File: src/hdl/palp_pkg.sv
// Shared types and constants for the partial annotation line parser.
// Holds the marker register map, result codes, payload structs and queue bundle.
// No dependencies.
package palp_pkg;

   // Character codes are compared on their low CHAR_BITS bits.
   localparam int CHAR_BITS  = 16;
   localparam int CHAR_WIDTH = 16;
   localparam logic [CHAR_WIDTH-1:0] CHAR_MASK = (CHAR_BITS >= CHAR_WIDTH) ?
      {CHAR_WIDTH{1'b1}} : CHAR_WIDTH'((64'd1 << CHAR_BITS) - 64'd1);

   localparam int MAX_LEVEL_DEF   = 8;
   localparam int QUEUE_DEPTH_DEF = 4;
   localparam int MAX_RES         = 3;
   localparam int CNT_BITS        = 2;

   // Configuration port.
   localparam int ADDR_BITS = 5;
   localparam int DATA_BITS = 32;
   localparam int IDX_BITS  = 3;

   localparam logic [IDX_BITS-1:0] REG_UNKNOWN     = 3'd0;
   localparam logic [IDX_BITS-1:0] REG_SKIP        = 3'd1;
   localparam logic [IDX_BITS-1:0] REG_NO_BOUNDARY = 3'd2;
   localparam logic [IDX_BITS-1:0] REG_BOUNDARY    = 3'd3;
   localparam logic [IDX_BITS-1:0] REG_TAG         = 3'd4;
   localparam logic [IDX_BITS-1:0] REG_ALT_TAG     = 3'd5;
   localparam logic [IDX_BITS-1:0] REG_ESCAPE      = 3'd6;

   // Result kinds.
   localparam logic [2:0] KIND_WCHAR = 3'd0;
   localparam logic [2:0] KIND_LABEL = 3'd1;
   localparam logic [2:0] KIND_WEND  = 3'd2;
   localparam logic [2:0] KIND_TCHAR = 3'd3;
   localparam logic [2:0] KIND_TEND  = 3'd4;
   localparam logic [2:0] KIND_ERR   = 3'd5;

   // Boundary confidence.
   localparam logic [1:0] CONF_UNKNOWN  = 2'd0;
   localparam logic [1:0] CONF_NO       = 2'd1;
   localparam logic [1:0] CONF_BOUNDARY = 2'd2;

   // Error codes.
   localparam logic [1:0] ERR_MISPLACED = 2'd0;
   localparam logic [1:0] ERR_WORD_ESC  = 2'd1;
   localparam logic [1:0] ERR_TAG_ESC   = 2'd2;

   typedef struct packed {
      logic [CHAR_WIDTH-1:0] ch;
      logic                  line_end;
   } req_type;

   typedef struct packed {
      logic [2:0]            kind;
      logic [CHAR_WIDTH-1:0] value;
      logic [2:0]            level;
      logic [1:0]            confidence;
      logic                  certain;
      logic [1:0]            error_code;
      logic                  line_done;
      logic                  run_last;
   } rsp_type;

   typedef struct packed {
      logic [CHAR_WIDTH-1:0] unknown_mark;
      logic [CHAR_WIDTH-1:0] skip_mark;
      logic [CHAR_WIDTH-1:0] no_boundary_mark;
      logic [CHAR_WIDTH-1:0] boundary_mark;
      logic [CHAR_WIDTH-1:0] tag_mark;
      logic [CHAR_WIDTH-1:0] alt_tag_mark;
      logic [CHAR_WIDTH-1:0] escape_mark;
   } marks_type;

   // All results caused by one character, in order.
   typedef struct packed {
      rsp_type [MAX_RES-1:0] res;
      logic [CNT_BITS-1:0]   cnt;
   } bundle_type;

   typedef struct packed {
      logic empty;
      logic full;
   } q_status_type;

   typedef enum logic [5:0] {
      MODE_WSTART = 6'b000001,
      MODE_WESC   = 6'b000010,
      MODE_AFTER  = 6'b000100,
      MODE_TAG    = 6'b001000,
      MODE_TESC   = 6'b010000,
      MODE_SKIP   = 6'b100000
   } mode_type;

endpackage

File: src/hdl/partial_annotation_line_parser_unit.sv
// Partial annotation line parser, top level: one character code per req
// transaction, results (word and tag characters, boundary labels, word and tag
// ends, errors) as rsp transactions. Depends on palp_pkg and the palp modules.
//
// A character is taken in every cycle in which the result queue has room; the
// front end classifies it and updates the parse state in that same cycle. A
// character causes zero to three results, queued as one bundle in a queue of
// QUEUE_DEPTH bundles, and the back end delivers one result per cycle while
// the receiver is ready. A character's results pass through the queue entry,
// written at the edge that accepts it, and then the back end's output register,
// loaded once the back end has finished the bundles before it. Marker registers
// are written over the csr port at byte address 4*i and must only change while
// the block is idle.
module partial_annotation_line_parser_unit import palp_pkg::*; #(
   parameter int MAX_LEVEL   = MAX_LEVEL_DEF,
   parameter int QUEUE_DEPTH = QUEUE_DEPTH_DEF
) (
   input  logic                 clock,
   input  logic                 reset,
   input  logic                 req_valid,
   output logic                 req_ready,
   input  req_type              req_data,
   output logic                 rsp_valid,
   input  logic                 rsp_ready,
   output rsp_type              rsp_data,
   input  logic                 csr_psel,
   input  logic                 csr_penable,
   input  logic                 csr_pwrite,
   input  logic [ADDR_BITS-1:0] csr_paddr,
   input  logic [DATA_BITS-1:0] csr_pwdata,
   output logic [DATA_BITS-1:0] csr_prdata,
   output logic                 csr_pready
);

   marks_type    marks;
   q_status_type q_status;
   logic         push, pop;
   bundle_type   push_data, head;

   palp_regs u_regs (
      .clock   (clock),
      .reset   (reset),
      .psel    (csr_psel),
      .penable (csr_penable),
      .pwrite  (csr_pwrite),
      .paddr   (csr_paddr),
      .pwdata  (csr_pwdata),
      .prdata  (csr_prdata),
      .pready  (csr_pready),
      .marks   (marks)
   );

   palp_front #(.MAX_LEVEL(MAX_LEVEL)) u_front (
      .clock     (clock),
      .reset     (reset),
      .req_valid (req_valid),
      .req_ready (req_ready),
      .req_data  (req_data),
      .marks     (marks),
      .q_status  (q_status),
      .push      (push),
      .push_data (push_data)
   );

   palp_queue #(.DEPTH(QUEUE_DEPTH)) u_queue (
      .clock     (clock),
      .reset     (reset),
      .push      (push),
      .push_data (push_data),
      .pop       (pop),
      .head      (head),
      .status    (q_status)
   );

   palp_back u_back (
      .clock     (clock),
      .reset     (reset),
      .q_status  (q_status),
      .head      (head),
      .pop       (pop),
      .rsp_valid (rsp_valid),
      .rsp_ready (rsp_ready),
      .rsp_data  (rsp_data)
   );

endmodule

File: src/hdl/palp_regs.sv
// Marker character registers behind the APB-style configuration port.
// Depends on palp_pkg for the register map and the marks struct.
module palp_regs import palp_pkg::*; (
   input  logic                 clock,
   input  logic                 reset,
   input  logic                 psel,
   input  logic                 penable,
   input  logic                 pwrite,
   input  logic [ADDR_BITS-1:0] paddr,
   input  logic [DATA_BITS-1:0] pwdata,
   output logic [DATA_BITS-1:0] prdata,
   output logic                 pready,
   output marks_type            marks
);

   marks_type marks_ff, marks_in;
   logic [IDX_BITS-1:0] idx;
   logic [CHAR_WIDTH-1:0] rd_mark;

   assign idx    = paddr[ADDR_BITS-1:2];
   assign pready = 1'b1;
   assign marks  = marks_ff;

   always_comb begin
      marks_in = marks_ff;
      if (psel && penable && pwrite) begin
         unique case (idx)
            REG_UNKNOWN:     marks_in.unknown_mark     = pwdata[CHAR_WIDTH-1:0];
            REG_SKIP:        marks_in.skip_mark        = pwdata[CHAR_WIDTH-1:0];
            REG_NO_BOUNDARY: marks_in.no_boundary_mark = pwdata[CHAR_WIDTH-1:0];
            REG_BOUNDARY:    marks_in.boundary_mark    = pwdata[CHAR_WIDTH-1:0];
            REG_TAG:         marks_in.tag_mark         = pwdata[CHAR_WIDTH-1:0];
            REG_ALT_TAG:     marks_in.alt_tag_mark     = pwdata[CHAR_WIDTH-1:0];
            REG_ESCAPE:      marks_in.escape_mark      = pwdata[CHAR_WIDTH-1:0];
            default: ;
         endcase
      end
   end

   always_comb begin
      unique case (idx)
         REG_UNKNOWN:     rd_mark = marks_ff.unknown_mark;
         REG_SKIP:        rd_mark = marks_ff.skip_mark;
         REG_NO_BOUNDARY: rd_mark = marks_ff.no_boundary_mark;
         REG_BOUNDARY:    rd_mark = marks_ff.boundary_mark;
         REG_TAG:         rd_mark = marks_ff.tag_mark;
         REG_ALT_TAG:     rd_mark = marks_ff.alt_tag_mark;
         REG_ESCAPE:      rd_mark = marks_ff.escape_mark;
         default:         rd_mark = '0;
      endcase
      prdata = {{(DATA_BITS-CHAR_WIDTH){1'b0}}, rd_mark};
   end

   always_ff @(posedge clock) begin
      if (reset) begin
         marks_ff.unknown_mark     <= 16'd32;
         marks_ff.skip_mark        <= 16'd63;
         marks_ff.no_boundary_mark <= 16'd45;
         marks_ff.boundary_mark    <= 16'd124;
         marks_ff.tag_mark         <= 16'd47;
         marks_ff.alt_tag_mark     <= 16'd38;
         marks_ff.escape_mark      <= 16'd92;
      end else begin
         marks_ff <= marks_in;
      end
   end

endmodule

File: src/hdl/palp_front.sv
// Front end: accepts characters, classifies them against the markers, keeps
// the parse state and builds the bundle of results for each character.
// Depends on palp_pkg.
module palp_front import palp_pkg::*; #(
   parameter int MAX_LEVEL = MAX_LEVEL_DEF
) (
   input  logic         clock,
   input  logic         reset,
   input  logic         req_valid,
   output logic         req_ready,
   input  req_type      req_data,
   input  marks_type    marks,
   input  q_status_type q_status,
   output logic         push,
   output bundle_type   push_data
);

   localparam int LEVEL_BITS = (MAX_LEVEL > 1) ? $clog2(MAX_LEVEL) : 1;

   mode_type mode_ff, mode_in;
   logic cert_ff, cert_in;
   logic [LEVEL_BITS-1:0] level_ff, level_in;
   logic nonempty_ff, nonempty_in;

   logic accept;
   logic [CHAR_WIDTH-1:0] c;
   logic last, err;
   logic is_unk, is_no, is_bnd, is_tag, is_alt, is_esc;
   logic [2:0] lvl3;
   logic [LEVEL_BITS+2:0] lvl_wide;
   logic [CNT_BITS-1:0] n;
   bundle_type b;

   function automatic rsp_type mk(logic [2:0] kind, logic [CHAR_WIDTH-1:0] value,
                                  logic [2:0] level, logic [1:0] conf,
                                  logic cert, logic [1:0] code);
      rsp_type r;
      r.kind       = kind;
      r.value      = value;
      r.level      = level;
      r.confidence = conf;
      r.certain    = cert;
      r.error_code = code;
      r.line_done  = 1'b0;
      r.run_last   = 1'b0;
      return r;
   endfunction

   assign req_ready = !q_status.full;
   assign accept    = req_valid && req_ready;
   assign c         = req_data.ch & CHAR_MASK;
   assign last      = req_data.line_end;
   assign lvl_wide  = {3'b000, level_ff};
   assign lvl3      = lvl_wide[2:0];

   assign is_unk = (c == (marks.unknown_mark & CHAR_MASK)) ||
                   (c == (marks.skip_mark & CHAR_MASK));
   assign is_no  = c == (marks.no_boundary_mark & CHAR_MASK);
   assign is_bnd = c == (marks.boundary_mark & CHAR_MASK);
   assign is_tag = c == (marks.tag_mark & CHAR_MASK);
   assign is_alt = c == (marks.alt_tag_mark & CHAR_MASK);
   assign is_esc = c == (marks.escape_mark & CHAR_MASK);

   always_comb begin
      mode_in     = mode_ff;
      cert_in     = cert_ff;
      level_in    = level_ff;
      nonempty_in = nonempty_ff;
      err         = 1'b0;
      n           = '0;
      b           = '0;

      unique case (mode_ff)
         MODE_WESC: begin
            b.res[n] = mk(KIND_WCHAR, c, 3'd0, CONF_UNKNOWN, 1'b0, ERR_MISPLACED);
            n = n + 2'd1;
            mode_in = MODE_AFTER;
            if (last) begin
               b.res[n] = mk(KIND_WEND, '0, 3'd0, CONF_UNKNOWN, cert_ff, ERR_MISPLACED);
               n = n + 2'd1;
            end
         end
         MODE_AFTER: begin
            if (is_tag || is_bnd) begin
               b.res[n] = mk(KIND_WEND, '0, 3'd0, CONF_UNKNOWN, cert_ff, ERR_MISPLACED);
               n = n + 2'd1;
               if (is_bnd) begin
                  b.res[n] = mk(KIND_LABEL, '0, 3'd0, CONF_BOUNDARY, 1'b0, ERR_MISPLACED);
                  n = n + 2'd1;
                  mode_in     = MODE_WSTART;
                  cert_in     = 1'b1;
                  level_in    = '0;
                  nonempty_in = 1'b0;
               end else begin
                  level_in    = '0;
                  nonempty_in = 1'b0;
                  mode_in     = MODE_TAG;
               end
            end else if (is_unk || is_no) begin
               b.res[n] = mk(KIND_LABEL, '0, 3'd0, is_unk ? CONF_UNKNOWN : CONF_NO,
                             1'b0, ERR_MISPLACED);
               n = n + 2'd1;
               if (is_unk) cert_in = 1'b0;
               mode_in = MODE_WSTART;
               if (last) begin
                  b.res[n] = mk(KIND_WEND, '0, 3'd0, CONF_UNKNOWN, cert_in, ERR_MISPLACED);
                  n = n + 2'd1;
               end
            end else begin
               b.res[n] = mk(KIND_ERR, '0, 3'd0, CONF_UNKNOWN, 1'b0, ERR_MISPLACED);
               n = n + 2'd1;
               err = 1'b1;
            end
         end
         MODE_TAG: begin
            if (is_bnd || is_tag || is_alt) begin
               // Closing a tag reports its end only if it holds characters.
               if (nonempty_ff) begin
                  b.res[n] = mk(KIND_TEND, '0, lvl3, CONF_UNKNOWN, 1'b0, ERR_MISPLACED);
                  n = n + 2'd1;
               end
               nonempty_in = 1'b0;
               if (is_bnd) begin
                  b.res[n] = mk(KIND_LABEL, '0, 3'd0, CONF_BOUNDARY, 1'b0, ERR_MISPLACED);
                  n = n + 2'd1;
                  mode_in  = MODE_WSTART;
                  cert_in  = 1'b1;
                  level_in = '0;
               end else if (is_tag) begin
                  if (level_ff != LEVEL_BITS'(MAX_LEVEL - 1)) level_in = level_ff + 1'b1;
               end
            end else if (is_esc) begin
               if (last) begin
                  b.res[n] = mk(KIND_ERR, '0, 3'd0, CONF_UNKNOWN, 1'b0, ERR_TAG_ESC);
                  n = n + 2'd1;
                  err = 1'b1;
               end else begin
                  mode_in = MODE_TESC;
               end
            end else begin
               b.res[n] = mk(KIND_TCHAR, c, lvl3, CONF_UNKNOWN, 1'b0, ERR_MISPLACED);
               n = n + 2'd1;
               nonempty_in = 1'b1;
               if (last) begin
                  b.res[n] = mk(KIND_TEND, '0, lvl3, CONF_UNKNOWN, 1'b0, ERR_MISPLACED);
                  n = n + 2'd1;
                  nonempty_in = 1'b0;
               end
            end
         end
         MODE_TESC: begin
            b.res[n] = mk(KIND_TCHAR, c, lvl3, CONF_UNKNOWN, 1'b0, ERR_MISPLACED);
            n = n + 2'd1;
            nonempty_in = 1'b1;
            mode_in     = MODE_TAG;
            if (last) begin
               b.res[n] = mk(KIND_TEND, '0, lvl3, CONF_UNKNOWN, 1'b0, ERR_MISPLACED);
               n = n + 2'd1;
               nonempty_in = 1'b0;
            end
         end
         MODE_SKIP: ;
         default: begin
            // Expecting the first character of a word.
            if (is_unk || is_no || is_bnd || is_tag || is_alt) begin
               b.res[n] = mk(KIND_ERR, '0, 3'd0, CONF_UNKNOWN, 1'b0, ERR_MISPLACED);
               n = n + 2'd1;
               err = 1'b1;
            end else if (is_esc) begin
               if (last) begin
                  b.res[n] = mk(KIND_ERR, '0, 3'd0, CONF_UNKNOWN, 1'b0, ERR_WORD_ESC);
                  n = n + 2'd1;
                  err = 1'b1;
               end else begin
                  mode_in = MODE_WESC;
               end
            end else begin
               b.res[n] = mk(KIND_WCHAR, c, 3'd0, CONF_UNKNOWN, 1'b0, ERR_MISPLACED);
               n = n + 2'd1;
               mode_in = MODE_AFTER;
               if (last) begin
                  b.res[n] = mk(KIND_WEND, '0, 3'd0, CONF_UNKNOWN, cert_ff, ERR_MISPLACED);
                  n = n + 2'd1;
               end
            end
         end
      endcase

      if (n != '0) begin
         b.res[n - 2'd1].run_last = 1'b1;
         if (last || err) b.res[n - 2'd1].line_done = 1'b1;
      end
      b.cnt = n;

      if (last) begin
         mode_in     = MODE_WSTART;
         cert_in     = 1'b1;
         level_in    = '0;
         nonempty_in = 1'b0;
      end else if (err) begin
         mode_in = MODE_SKIP;
      end
   end

   assign push      = accept && (n != '0);
   assign push_data = b;

   always_ff @(posedge clock) begin
      if (reset) begin
         mode_ff     <= MODE_WSTART;
         cert_ff     <= 1'b1;
         level_ff    <= '0;
         nonempty_ff <= 1'b0;
      end else if (accept) begin
         mode_ff     <= mode_in;
         cert_ff     <= cert_in;
         level_ff    <= level_in;
         nonempty_ff <= nonempty_in;
      end
   end

endmodule

File: src/hdl/palp_queue.sv
// Short register queue of result bundles between the front and back ends.
// Depends on palp_pkg for the bundle and status types.
module palp_queue import palp_pkg::*; #(
   parameter int DEPTH = QUEUE_DEPTH_DEF
) (
   input  logic         clock,
   input  logic         reset,
   input  logic         push,
   input  bundle_type   push_data,
   input  logic         pop,
   output bundle_type   head,
   output q_status_type status
);

   localparam int PTR_BITS = (DEPTH > 1) ? $clog2(DEPTH) : 1;
   localparam int CNT_W    = $clog2(DEPTH + 1);

   bundle_type mem_ff [DEPTH];
   logic [PTR_BITS-1:0] wr_ptr_ff, wr_ptr_in, rd_ptr_ff, rd_ptr_in;
   logic [CNT_W-1:0] count_ff, count_in;

   assign status.empty = count_ff == '0;
   assign status.full  = count_ff == CNT_W'(DEPTH);
   assign head         = mem_ff[rd_ptr_ff];

   always_comb begin
      wr_ptr_in = wr_ptr_ff;
      rd_ptr_in = rd_ptr_ff;
      count_in  = count_ff;
      if (push) wr_ptr_in = (wr_ptr_ff == PTR_BITS'(DEPTH - 1)) ? '0 : wr_ptr_ff + 1'b1;
      if (pop)  rd_ptr_in = (rd_ptr_ff == PTR_BITS'(DEPTH - 1)) ? '0 : rd_ptr_ff + 1'b1;
      if (push && !pop)      count_in = count_ff + 1'b1;
      else if (pop && !push) count_in = count_ff - 1'b1;
   end

   always_ff @(posedge clock) begin
      if (reset) begin
         wr_ptr_ff <= '0;
         rd_ptr_ff <= '0;
         count_ff  <= '0;
      end else begin
         wr_ptr_ff <= wr_ptr_in;
         rd_ptr_ff <= rd_ptr_in;
         count_ff  <= count_in;
      end
   end

   always_ff @(posedge clock) begin
      if (push) mem_ff[wr_ptr_ff] <= push_data;
   end

   a_no_overflow: assert property (@(posedge clock) disable iff (reset)
      push |-> !status.full)
      else $error("queue written while full");

   a_no_underflow: assert property (@(posedge clock) disable iff (reset)
      pop |-> !status.empty)
      else $error("queue read while empty");

   a_count_hold: assert property (@(posedge clock) disable iff (reset)
      (!push && !pop) |=> $stable(count_ff))
      else $error("queue count moved without a transaction");

   a_count_range: assert property (@(posedge clock) disable iff (reset)
      count_ff <= CNT_W'(DEPTH))
      else $error("queue count beyond depth");

endmodule

File: src/hdl/palp_back.sv
// Back end: hands out results of queued bundles one transaction per cycle
// on the result channel while it is ready. Depends on palp_pkg.
module palp_back import palp_pkg::*; (
   input  logic         clock,
   input  logic         reset,
   input  q_status_type q_status,
   input  bundle_type   head,
   output logic         pop,
   output logic         rsp_valid,
   input  logic         rsp_ready,
   output rsp_type      rsp_data
);

   bundle_type cur_ff;
   logic valid_ff, valid_in;
   logic [CNT_BITS-1:0] idx_ff, idx_in;
   logic done_cur;

   assign done_cur  = valid_ff && rsp_ready && (idx_ff == cur_ff.cnt - 2'd1);
   assign pop       = !q_status.empty && (!valid_ff || done_cur);
   assign rsp_valid = valid_ff;
   assign rsp_data  = cur_ff.res[idx_ff];

   always_comb begin
      valid_in = valid_ff;
      idx_in   = idx_ff;
      if (pop) begin
         valid_in = 1'b1;
         idx_in   = '0;
      end else if (done_cur) begin
         valid_in = 1'b0;
         idx_in   = '0;
      end else if (valid_ff && rsp_ready) begin
         idx_in = idx_ff + 2'd1;
      end
   end

   always_ff @(posedge clock) begin
      if (reset) begin
         valid_ff <= 1'b0;
         idx_ff   <= '0;
      end else begin
         valid_ff <= valid_in;
         idx_ff   <= idx_in;
      end
   end

   always_ff @(posedge clock) begin
      if (pop) cur_ff <= head;
   end

   a_idx_in_bundle: assert property (@(posedge clock) disable iff (reset)
      valid_ff |-> (idx_ff < cur_ff.cnt))
      else $error("result index outside its bundle");

   a_last_marked: assert property (@(posedge clock) disable iff (reset)
      (valid_ff && (idx_ff == cur_ff.cnt - 2'd1)) |-> rsp_data.run_last)
      else $error("final result of a character lacks run_last");

   a_stall_hold: assert property (@(posedge clock) disable iff (reset)
      (valid_ff && !rsp_ready) |=> (valid_ff && $stable(idx_ff)))
      else $error("stalled result moved");

endmodule

File: config.mk
export PLATFORM = sky130hd
export DESIGN_NAME = partial_annotation_line_parser_unit
export DESIGN_NICKNAME = d
export VERILOG_FILES = /design/src/hdl/palp_pkg.sv /design/src/hdl/partial_annotation_line_parser_unit.sv /design/src/hdl/palp_regs.sv /design/src/hdl/palp_front.sv /design/src/hdl/palp_queue.sv /design/src/hdl/palp_back.sv
export SDC_FILE = /design/constraint.sdc
export NUM_CORES = 1
export LEC_CHECK = 0
export BUFFER_PORTS_ARGS = -buffer_cell sky130_fd_sc_hd__buf_2
export CAP_MARGIN = 0
export CORE_ASPECT_RATIO = 2
export CORE_MARGIN = 2
export CORE_UTILIZATION = 25
export CTS_CLUSTER_SIZE = 20
export DETAILED_ROUTE_END_ITERATION = 16
export PLACE_DENSITY = 0.41
export SLEW_MARGIN = 20
export SYNTH_ARGS = -nofsm -noshare
export SYNTH_HDL_FRONTEND = slang
export SYNTH_HIERARCHICAL = 1
export SYNTH_SLANG_ARGS = --single-unit
File: constraint.sdc
create_clock -name clock -period 7 [get_ports clock]
set_input_delay 1.05 -clock clock [delete_from_list [all_inputs] [get_ports clock]]
set_output_delay 1.05 -clock clock [all_outputs]
set_load 0.005 [all_outputs]
; ---- Word-level counts from Yosys, hierarchy flattened
; Memories as Yosys holds them, arrays and structs flattened. A register that Yosys moved wholly into a read port is not among the register bits.
; Index checks and enable logic that the tools add are counted.
[totals]
reg_bits = 133
inputBits = 61
n_memories = 1
out_inout_bits = 64
ram_bits = 356
[memory_table]
columns = name, words, word_bits, read_ports, rd_ports_with_merged_regs, write_ports, line_no
row1 = u_queue.mem_ff, 4, 89, 1, 1, 1, palp_queue.sv:18  ; bundle_type mem_ff [DEPTH];
[classes]
order_cmp = 5
muxes = 95
n_eq_ne = 34
bitwise_logic = 3
add_sub_neg = 9
n_reduce_logical = 46
[op_table]
columns = op, count
row1 = 29-bit 2-to-1 mux, 15
row2 = 58-bit case mux with 5 select lines, 1
row3 = 87-bit 2-to-1 mux, 3
row4 = 87-bit bitwise mux, 2
row5 = 29-bit demux with 2-bit select, 3
row6 = 28-bit 2-to-1 mux, 5
row7 = 58-bit 2-to-1 mux, 2
row8 = 16-bit == test, 7
row9 = 16-bit case mux with 7 select lines, 1
row10 = 27-bit by 81-bit AND with 81-bit output, 1
row11 = 81-bit NOT, 1
row12 = 29-bit binary-select mux with 2-bit select, 1
row13 = 6-bit 2-to-1 mux, 8
row14 = 6-bit case mux with 5 select lines, 1
row15 = 27-bit 2-to-1 mux, 1
row16 = 3-bit 2-to-1 mux, 9
row17 = 2-bit 2-to-1 mux, 13
row18 = 1-bit 2-to-1 mux, 24
row19 = 2-bit AND reduction, 7
row20 = 3-bit == test (second input constant), 4
row21 = 4-bit by 2-bit != test with 1-bit output (second input constant), 3
row22 = 6-bit AND reduction, 2
row23 = 1-bit logical AND, 11
row24 = 5-bit by 2-bit != test with 1-bit output (second input constant), 2
row25 = other kinds (35), 65

; ---- Longest topological paths before layout
; Gate-level depths: netlist of the first run.
[logic_depth]
depth_word = 18
mapped_depth = 17

; ---- By module
; Netlist of the first run, hierarchy kept.
[modules_own_cells]
columns = module, n_inst, cells_each, area_per_inst_um2, seq_area_each_um2
row1 = palp_queue, 1, 509, 13260.2, 10870.4
row2 = palp_regs, 1, 586, 5470.2, 2242.2
row3 = palp_back, 1, 207, 3454.6, 2732.6
row4 = palp_front, 1, 412, 3166.8, 220.2

; ---- Worst setup path after synthesis of the first run
; OpenSTA, ideal clock, no wires.
[synth_timing]
kind = register to register
from = reg u_queue.count_ff[0]
to = reg u_queue.count_ff[2]
required_time_ns = 6.930
t_arrival_ns = 6.336
setup_ns = 0.070
slack_ns = 0.594
path_stages_with_launch = 10
path_cell_list = dfxtp_1 -> nor3_1 -> o2bb2ai_1 -> inv_1 -> ha_1 -> inv_1 -> fa_1 -> xor2_1 -> or3_1 -> a21oi_1
[synth_lines]
columns = element, line_no
row1 = "start, declared", palp_queue.sv:20  ; logic [CNT_W-1:0] count_ff, count_in;
row2 = "start signal, assigned", palp_queue.sv:44  ; count_ff <= count_in;

; ---- Final worst setup path of the first run
[layout_timing]
from = in req_data[6] in the netlist's numbering
to = reg u_queue.count_ff[2]
[layout_via]
elab_chain_cells = 13
word_cells_on_any_way = 29
classes_between = eq/ne (7) / mux (9) / reduce/logical (13)
[layout_rtl]
columns = element, line_no
row1 = "start, declared", partial_annotation_line_parser_unit.sv:22  ; input req_type req_data,
row2 = "16-bit == test, on equally long branches", "palp_front.sv:56, palp_front.sv:57"
row3 = 1-bit logical OR, palp_front.sv:56  ; assign is_unk = (c == (marks.unknown_mark & CHAR_MASK)) ||
row4 = 1-bit logical OR, "palp_front.sv:99, palp_front.sv:165"
row5 = 1-bit logical OR (3 in a row), palp_front.sv:165  ; if (is_unk || is_no || is_bnd || is_tag || is_alt) begin
row6 = 2-bit 2-to-1 mux, palp_front.sv:165
row7 = 2-bit case mux with 4 select lines *, palp_front.sv:73  ; unique case (mode_ff)
row8 = 2-bit nonzero test *, palp_front.sv:205  ; assign push = accept && (n != '0);
row9 = 1-bit logical AND *, palp_front.sv:205
row10 = via push, partial_annotation_line_parser_unit.sv:37  ; logic push, pop;
row11 = 1-bit logical NOT, palp_queue.sv:33  ; else if (pop && !push) count_in = count_ff - 1'b1;
row12 = 1-bit logical AND, palp_queue.sv:33
row13 = 2-bit nonzero test (no line), -
; The timed path passes the listed nets; every way through them passes the cells marked *.
; A chain may end at the register's enable or synchronous reset.

==> flow_metrics.tcl, run 1 <==
set metrics [dict create \
    clkTransAtPathRegs_ns 0.06 \
    peakVddDrop_mv 0.203 \
    synth_compound_area_share_pct 5.24 \
    yosysTopAreaCell "edfxtp_1" \
    fin_crit_ns 5.00 \
    layout_common_cells "edfxtp_1 (445), dfxtp_1 (132), mux2i_1 (128)" \
    synth_top_family_by_area "multiplexers" \
    cts-root-buf "clkbuf_16" \
    avgRoutedWirePerCell_um 22.3 \
    final_common_cell "edfxtp_1" \
    grt_pass1_vias 15106 \
    status "finished, final reports clean" \
    r2r_start "u_regs/marks[37]$_SDFFE_PP1P_" \
    gp_congestion 0.884 \
    ys_warn_count 6 \
    yosys.area_share.adder_pct 0.770 \
    worst_path_max_delay_cell "nor4_4" \
    clk_path_buf_depth 3 \
    cts_resized 0 \
    cp-endpoint "u_queue/count_ff[2]$_SDFFE_PP0P_" \
    dr.first_iter.drc_count 766 \
    wl_met2_um 38700 \
    crit_start "req_data[6]" \
    cp_top_family "simple AND/OR/NAND/NOR gates" \
    numPortBuffers 89 \
    overflow 0 \
    synth-simple-area-share_pct 8.06 \
    arrival_ns 5.55 \
    dp_hpwl_um 47800 \
    rsz0062_at_grt "false" \
    cts-buffers-inserted 54 \
    dieArea_mm2 0.104 \
    antenna_left 0 \
    cts_setup_buffers 0 \
    grt_pass1_wl_um 104000 \
    reg2reg_to "u_queue/count_ff[2]$_SDFFE_PP0P_" \
    yosysUniqueCellTypes 76 \
    worstSetupStartpointType "input pin" \
    num_vias 14264 \
    drive_gt1_share_pct 18.9 \
    cp.depth 15 \
    path_common_cell "a21oi_1" \
    rrSetupSlack_ns 2.30 \
    totalWireLength_um 70800 \
    drc 0 \
    fin_skew_ns 0.0454 \
    num_io_pins 125 \
    drt_pass1_iterations 5 \
    wl_met1_um 25700 \
    r2r_cells 14 \
    chipHeight_um 454 \
    critPathMaxStageDelay_ns 0.81 \
    cts.sinks 580 \
    required_ns 7.55 \
    nets 1860 \
    netlist_area_mm2 0.0254 \
    worstPathMaxFanout 11 \
    worstSetupPathType "input pin to flip-flop" \
    synthCells 1714 \
    dp_cells 3064 \
    critPathBufInv 2 \
    synth_area_leaders "edfxtp_1 (53%), dfxtp_1 (11%), mux4_2 (7.9%)" \
    grt_usage_pct 13.5 \
    synth_xor_area_share_pct 4.04 \
    syn_to_final_growth_pct 13.7 \
    hold_class "flip-flop to flip-flop" \
    post_drt_via_cell_ratio 4.50 \
    ctsHoldBuffers 0 \
    synthArstFlopShare_pct 0 \
    maxCapViolations 0 \
    wl_met3_um 2750 \
    synth.avg_cell_area_um2 14.8 \
    die_width_um 229 \
    max_freq_mhz 200 \
    finalSetupViolations 0 \
    pwr_density_cell_mw_per_mm2 329 \
    layout.cells.non_filler 3167 \
    maxSlewViolCount 0 \
    worst_pin_slew_ns 1.20 \
    top_layer "met4" \
    cts_tree "done" \
    ys_seq_area_share_pct 63.4 \
    synth_edf_count 445 \
    setup_tns_ns 0 \
    end_kind "flip-flop" \
    clk_latency_ns 0.65 \
    crit_path_cell_trace "buf_2 -> xnor2_1 -> nand4_1 -> nor4_4 -> nor3_2 -> and2_1 -> nand2_1 -> o21ai_1 -> a21oi_1 -> ha_1 -> inv_1 -> fa_1 -> xor2_1 -> or3_1 -> a21oi_1" \
    ys_seq_elements 580 \
    core_mm2 0.101 \
    initial_core_util_pct 25.2 \
    finalCritPeriodShare_pct 71.5 \
    finalHoldViolations 0 \
    synth_mux_area_share_pct 13.7 \
    synth_ff_type "edfxtp_1" \
    antenna_found_initial 4 \
    grt_max_degree 75 \
    cts.htree.levels 2 \
    p_leak_nw 9.62 \
    yosys.area.top_type_share_pct 52.7 \
    rows 165 \
    relSlewSlack_pct 19.7 \
]
==> worst min-delay path, cell delays in order (launching register included) <==
cell	delay [ns]
dfxtp_1	0.32
nand2b_1	0.07
a21oi_1	0.05
==> registers in the layout (all words and copies together) (netlist names), named ones only <==
name	cells
u_queue/count_ff	3
u_back/cur_ff	89
u_front/mode_ff	6
u_back/idx_ff	2
u_back/rsp_valid	1
u_regs/marks	112
u_front/cert_ff	1
u_queue/rd_ptr_ff	2
u_front/level_ff	3
u_queue/wr_ptr_ff	2
u_queue/mem_ff	356
u_front/nonempty_ff	1
==> cell usage after synthesis (3+ instances only) <==
| library cell | count |
|---|---|
| nand2b_1 | 62 |
| buf_4 | 79 |
| nand3b_1 | 10 |
| nand3_1 | 31 |
| edfxtp_1 | 445 |
| a21oi_1 | 41 |
| and3_1 | 3 |
| or2_2 | 3 |
| nor4_1 | 10 |
| o21ai_1 | 58 |
| nand2_1 | 41 |
| a221oi_1 | 7 |
| a211o_1 | 3 |
| mux2_2 | 8 |
| clkbuf_1 | 40 |
| xor2_1 | 19 |
| nor3b_1 | 4 |
| mux2_1 | 8 |
| o21ai_0 | 54 |
| buf_2 | 32 |
| nor3_1 | 11 |
| mux4_2 | 89 |
| dfxtp_1 | 135 |
| or3_1 | 3 |
| a311oi_1 | 3 |
| ha_1 | 14 |
| nand4_1 | 25 |
| a222oi_1 | 9 |
| nor3_2 | 3 |
| buf_6 | 16 |
| nor2_1 | 67 |
| buf_1 | 3 |
| conb_1 | 3 |
| nor2b_1 | 36 |
| xnor2_1 | 98 |
| inv_1 | 23 |
| and2_1 | 30 |
| o211ai_1 | 10 |
| mux2i_1 | 128 |
| o221a_1 | 5 |
==> area by class of cell <==
| type | count | area [um2] |
|---|---|---|
| clock inverter | 40 | 475 |
| sequential | 580 | 16100 |
| inverter | 23 | 86.3 |
| antenna | 1 | 2.50 |
| timing repair buffer | 126 | 788 |
| clock buffer | 62 | 1390 |
| tap | 1336 | 1670 |
| fill | 10382 | 71900 |
| multi-input combinational | 999 | 8340 |
==> per-layer routing <==
layer / vias up / global-route usage (%)
li1: 6464 / -
met2: 396 / 26.0
met3: 141 / 1.80
met4: 0 / 6.89
met5: - / 0
met1: 7263 / 14.1
==> power breakdown <==
part,switching (mW),internal (mW)
Combinational,1.04,0.762
Clock,1.40,1.75
Sequential,0.208,4.33
Total,2.64,6.84
==> kinds of logic (layout without fill, tap and decap cells) <==
| kind of cell | after synthesis | count (layout) |
|---|---|---|
| other | 3 | 64 |
| muxes | 233 | 233 |
| adders and majority gates | 15 | 15 |
| DFF | 580 | 580 |
| and+or+nand+nor | 357 | 357 |
| AOI/OAI and AO/OA | 214 | 214 |
| xor gates and xnor gates | 117 | 117 |
| buffers and inverters | 195 | 251 |
==> metrics by stage <==
| stage | cell area [um2] | setup WS (ns) | total power, mW | hold slack (ns) | util [%] |
|---|---|---|---|---|---|
| finish | 28800 | 2.00 | 9.48 | 0.492 | 28.6 |
| global route | 28800 | 1.77 | 9.94 | 0.521 | 28.6 |
| CTS | 28800 | 2.02 | 9.71 | 0.498 | 28.6 |
| detailed placement | 27000 | 1.35 | 6.52 | 0.489 | 26.8 |
| global placement | 27000 | 1.37 | 6.49 | 0.479 | 26.8 |
| floorplan | 25600 | 0.594 | 5.85 | 0.460 | - |
==> how the worst min path moves through the flow <==
stage,from,end,slack (ns),cells past startpoint
5_1_grt,u_front/level_ff[2]$_SDFFE_PP0P_,u_front/level_ff[2]$_SDFFE_PP0P_,0.52,2
3_5_place_dp,u_front/level_ff[2]$_SDFFE_PP0P_,u_front/level_ff[2]$_SDFFE_PP0P_,0.49,2
3_3_place_gp,u_front/level_ff[2]$_SDFFE_PP0P_,u_front/level_ff[2]$_SDFFE_PP0P_,0.48,2
4_1_cts,u_front/level_ff[2]$_SDFFE_PP0P_,u_front/level_ff[2]$_SDFFE_PP0P_,0.50,2
2_1_floorplan,u_queue/count_ff[2]$_SDFFE_PP0P_,u_queue/count_ff[2]$_SDFFE_PP0P_,0.46,2
6_report,u_front/level_ff[2]$_SDFFE_PP0P_,u_front/level_ff[2]$_SDFFE_PP0P_,0.49,2
(Power assumes the default switching activity.)
==> run 2: changes to the inputs <==
--- a/config.mk
+++ b/config.mk
@@ -12,7 +12,7 @@
 export CORE_UTILIZATION = 25
 export CTS_CLUSTER_SIZE = 20
 export DETAILED_ROUTE_END_ITERATION = 16
-export PLACE_DENSITY = 0.41
+export PLACE_DENSITY = 0.43
 export SLEW_MARGIN = 20
 export SYNTH_ARGS = -nofsm -noshare
 export SYNTH_HDL_FRONTEND = slang
==> constraint.sdc (replaced) <==
create_clock -name clock -period 4.1 [get_ports clock]
set_input_delay 0.615 -clock clock [delete_from_list [all_inputs] [get_ports clock]]
set_output_delay 0.615 -clock clock [all_outputs]
set_load 0.005 [all_outputs]
==> run 2 against run 1 <==
Register-to-register slack got worse by 2.0 ns. Global-route usage rose by 0.21 points. Flip-flop and latch count stayed put. Critical endpoint unchanged. Die area stayed put. Total power grew 71%. Routed wire length is 0.81% higher. Design area up 3.2%.
==> flow_metrics.tcl, run 2 (synthesis gave the netlist of run 1 again) <==
set metrics [dict create \
    grt_usage_pct 13.7 \
    fin_skew_ns 0.0502 \
    overflow 0 \
    layout.cells.non_filler 3267 \
    antenna_found_initial 5 \
    worstSetupPathType "flip-flop to flip-flop" \
    maxCapViolations 0 \
    finalHoldViolations 0 \
    critPathBufInv 3 \
    met2_usage_pct 26.6 \
    num_io_pins 125 \
    critPathMaxStageDelay_ns 0.40 \
    dp_cells 3166 \
    fillers 10287 \
    dp_hpwl_um 50100 \
    gp_congestion 0.895 \
    end_kind "flip-flop" \
    r2r_cells 16 \
    cts.sinks 580 \
    initial_core_util_pct 25.2 \
    crit_start "u_regs/marks[55]$_SDFFE_PP0P_" \
    cp-endpoint "u_queue/count_ff[2]$_SDFFE_PP0P_" \
    num_vias 14589 \
    top_register "u_queue/mem_ff" \
    cts-buffers-inserted 54 \
    cts_resized 0 \
    crit_path_cell_trace "xnor2_1 -> nand4_1 -> nor4_4 -> buf_12 -> ha_1 -> inv_1 -> o21ai_0 -> o221ai_1 -> o21ai_1 -> a21oi_1 -> ha_1 -> inv_1 -> fa_1 -> xor2_1 -> or3_1 -> a21oi_1" \
    grt_busiest_layer "met2" \
    chipHeight_um 454 \
    totalWireLength_um 71300 \
    post_drt_via_cell_ratio 4.47 \
    cp_top_family "simple AND/OR/NAND/NOR gates" \
    drt_pass1_iterations 7 \
    worst_pin_slew_ns 0.956 \
    rows 165 \
    worst_path_max_delay_cell "nor4_4" \
    fin_crit_ns 3.78 \
    max_freq_mhz 265 \
    antenna_left 0 \
    avgRoutedWirePerCell_um 21.8 \
    cp.depth 16 \
    cts.htree.levels 2 \
    grt_use_met3_pct 1.89 \
    maxSlewViolCount 0 \
    numPortBuffers 89 \
    report.power.total_mw 16.2 \
    post-place-ws_ns -0.229 \
    p_leak_nw 10.1 \
    syn_to_final_growth_pct 17.3 \
    nets 1962 \
    grt_pass1_wl_um 106000 \
    peakVddDrop_mv 0.411 \
    ctsHoldBuffers 0 \
    worstSetupStartpointType "flip-flop" \
    grt_pass1_vias 15757 \
    cts-root-buf "clkbuf_16" \
    cts_tree "done" \
    finalInstanceArea_mm2 0.0297 \
    hold_class "input pin to flip-flop" \
    relSlewSlack_pct 36.3 \
    cts_setup_buffers 0 \
    setup_tns_ns 0 \
    drive_gt1_share_pct 22.6 \
    finalSetupViolations 0 \
    dr.first_iter.drc_count 662 \
    rsz0062_at_grt "false" \
    dieArea_mm2 0.104 \
    die_width_um 229 \
    setup_ws_ns 0.320 \
    arrival_ns 4.32 \
    largest_reg_flops 356 \
    clk_path_buf_depth 3 \
    grt_max_degree 86 \
    r2r_start "u_regs/marks[55]$_SDFFE_PP0P_" \
    final_common_cell "edfxtp_1" \
    grt_use_met1_pct 13.9 \
    reg2reg_to "u_queue/count_ff[2]$_SDFFE_PP0P_" \
    drc 0 \
    worstPathMaxFanout 6 \
    core_mm2 0.101 \
    clkTransAtPathRegs_ns 0.07 \
    finalCritPeriodShare_pct 92.2 \
    layout_common_cells "edfxtp_1 (445), dfxtp_1 (132), mux2i_1 (128)" \
    dpl_cell_area_mm2 0.0279 \
    rrSetupSlack_ns 0.32 \
    required_ns 4.64 \
    status "finished, final reports clean" \
    clk_latency_ns 0.66 \
    pwr_density_cell_mw_per_mm2 544 \
]
==> run 2: cell types whose count changed in the layout (fill, tap and decap cells not counted), moves of 2 or more <==
cell | before | now
buf_12 | 5 | 19
buf_4 | 33 | 120
clkbuf_1 | 7 | 9
clkinv_1 | 8 | 12
clkinv_2 | 11 | 8
inv_6 | 6 | 1
nor2b_1 | 33 | 35
nor2b_2 | 3 | 1
==> run 2: power by group <==
part           internal, mW  leakage, nW  switching (mW)
sequential             7.39         5.19           0.387
combinational          1.42         4.06            1.74
clock                  2.95        0.881            2.31
total                  11.8         10.1            4.43
==> run 2: area by class of cell <==
| type | count | area [um2] | share of cell area [%] |
|---|---|---|---|
| multi-input combinational | 999 | 8330 | 28.0 |
| inverter | 23 | 86.3 | 0.290 |
| clock inverter | 37 | 453 | 1.52 |
| tap | 1336 | 1670 | 5.62 |
| clock buffer | 63 | 1390 | 4.66 |
| timing repair buffer | 228 | 1740 | 5.84 |
| antenna | 1 | 2.50 | 0.00841 |
| sequential | 580 | 16100 | 54.0 |
==> run 2: per-layer routing <==
| metal | up-vias | part of all wire [%] |
|---|---|---|
| li1 | 6669 | - |
| met1 | 7364 | 36 |
| met2 | 391 | 55 |
| met3 | 163 | 3.6 |
| met4 | 2 | 5.7 |
| met5 | - | 0.022 |
==> run 2: per-stage QoR <==
step	hold slack [ns]	utilization [%]
finish	0.209	29.5
global route	0.179	29.5
CTS	0.148	29.5
detailed placement	0.494	27.7
global placement	0.486	27.7
floorplan	0.460	-
==> run 2: worst min path at each step <==
stage,from,end,depth (start not counted)
floorplan,u_queue/count_ff[2]$_SDFFE_PP0P_,u_queue/count_ff[2]$_SDFFE_PP0P_,2
global placement,u_front/level_ff[2]$_SDFFE_PP0P_,u_front/level_ff[2]$_SDFFE_PP0P_,2
detailed placement,u_regs/marks[15]$_SDFFE_PP0P_,u_regs/marks[15]$_SDFFE_PP0P_,2
CTS,rsp_ready,u_back/rsp_valid$_SDFFE_PP0P_,2
global route,rsp_ready,u_back/idx_ff[1]$_SDFFE_PP0P_,2
finish,rsp_ready,u_back/rsp_valid$_SDFFE_PP0P_,2
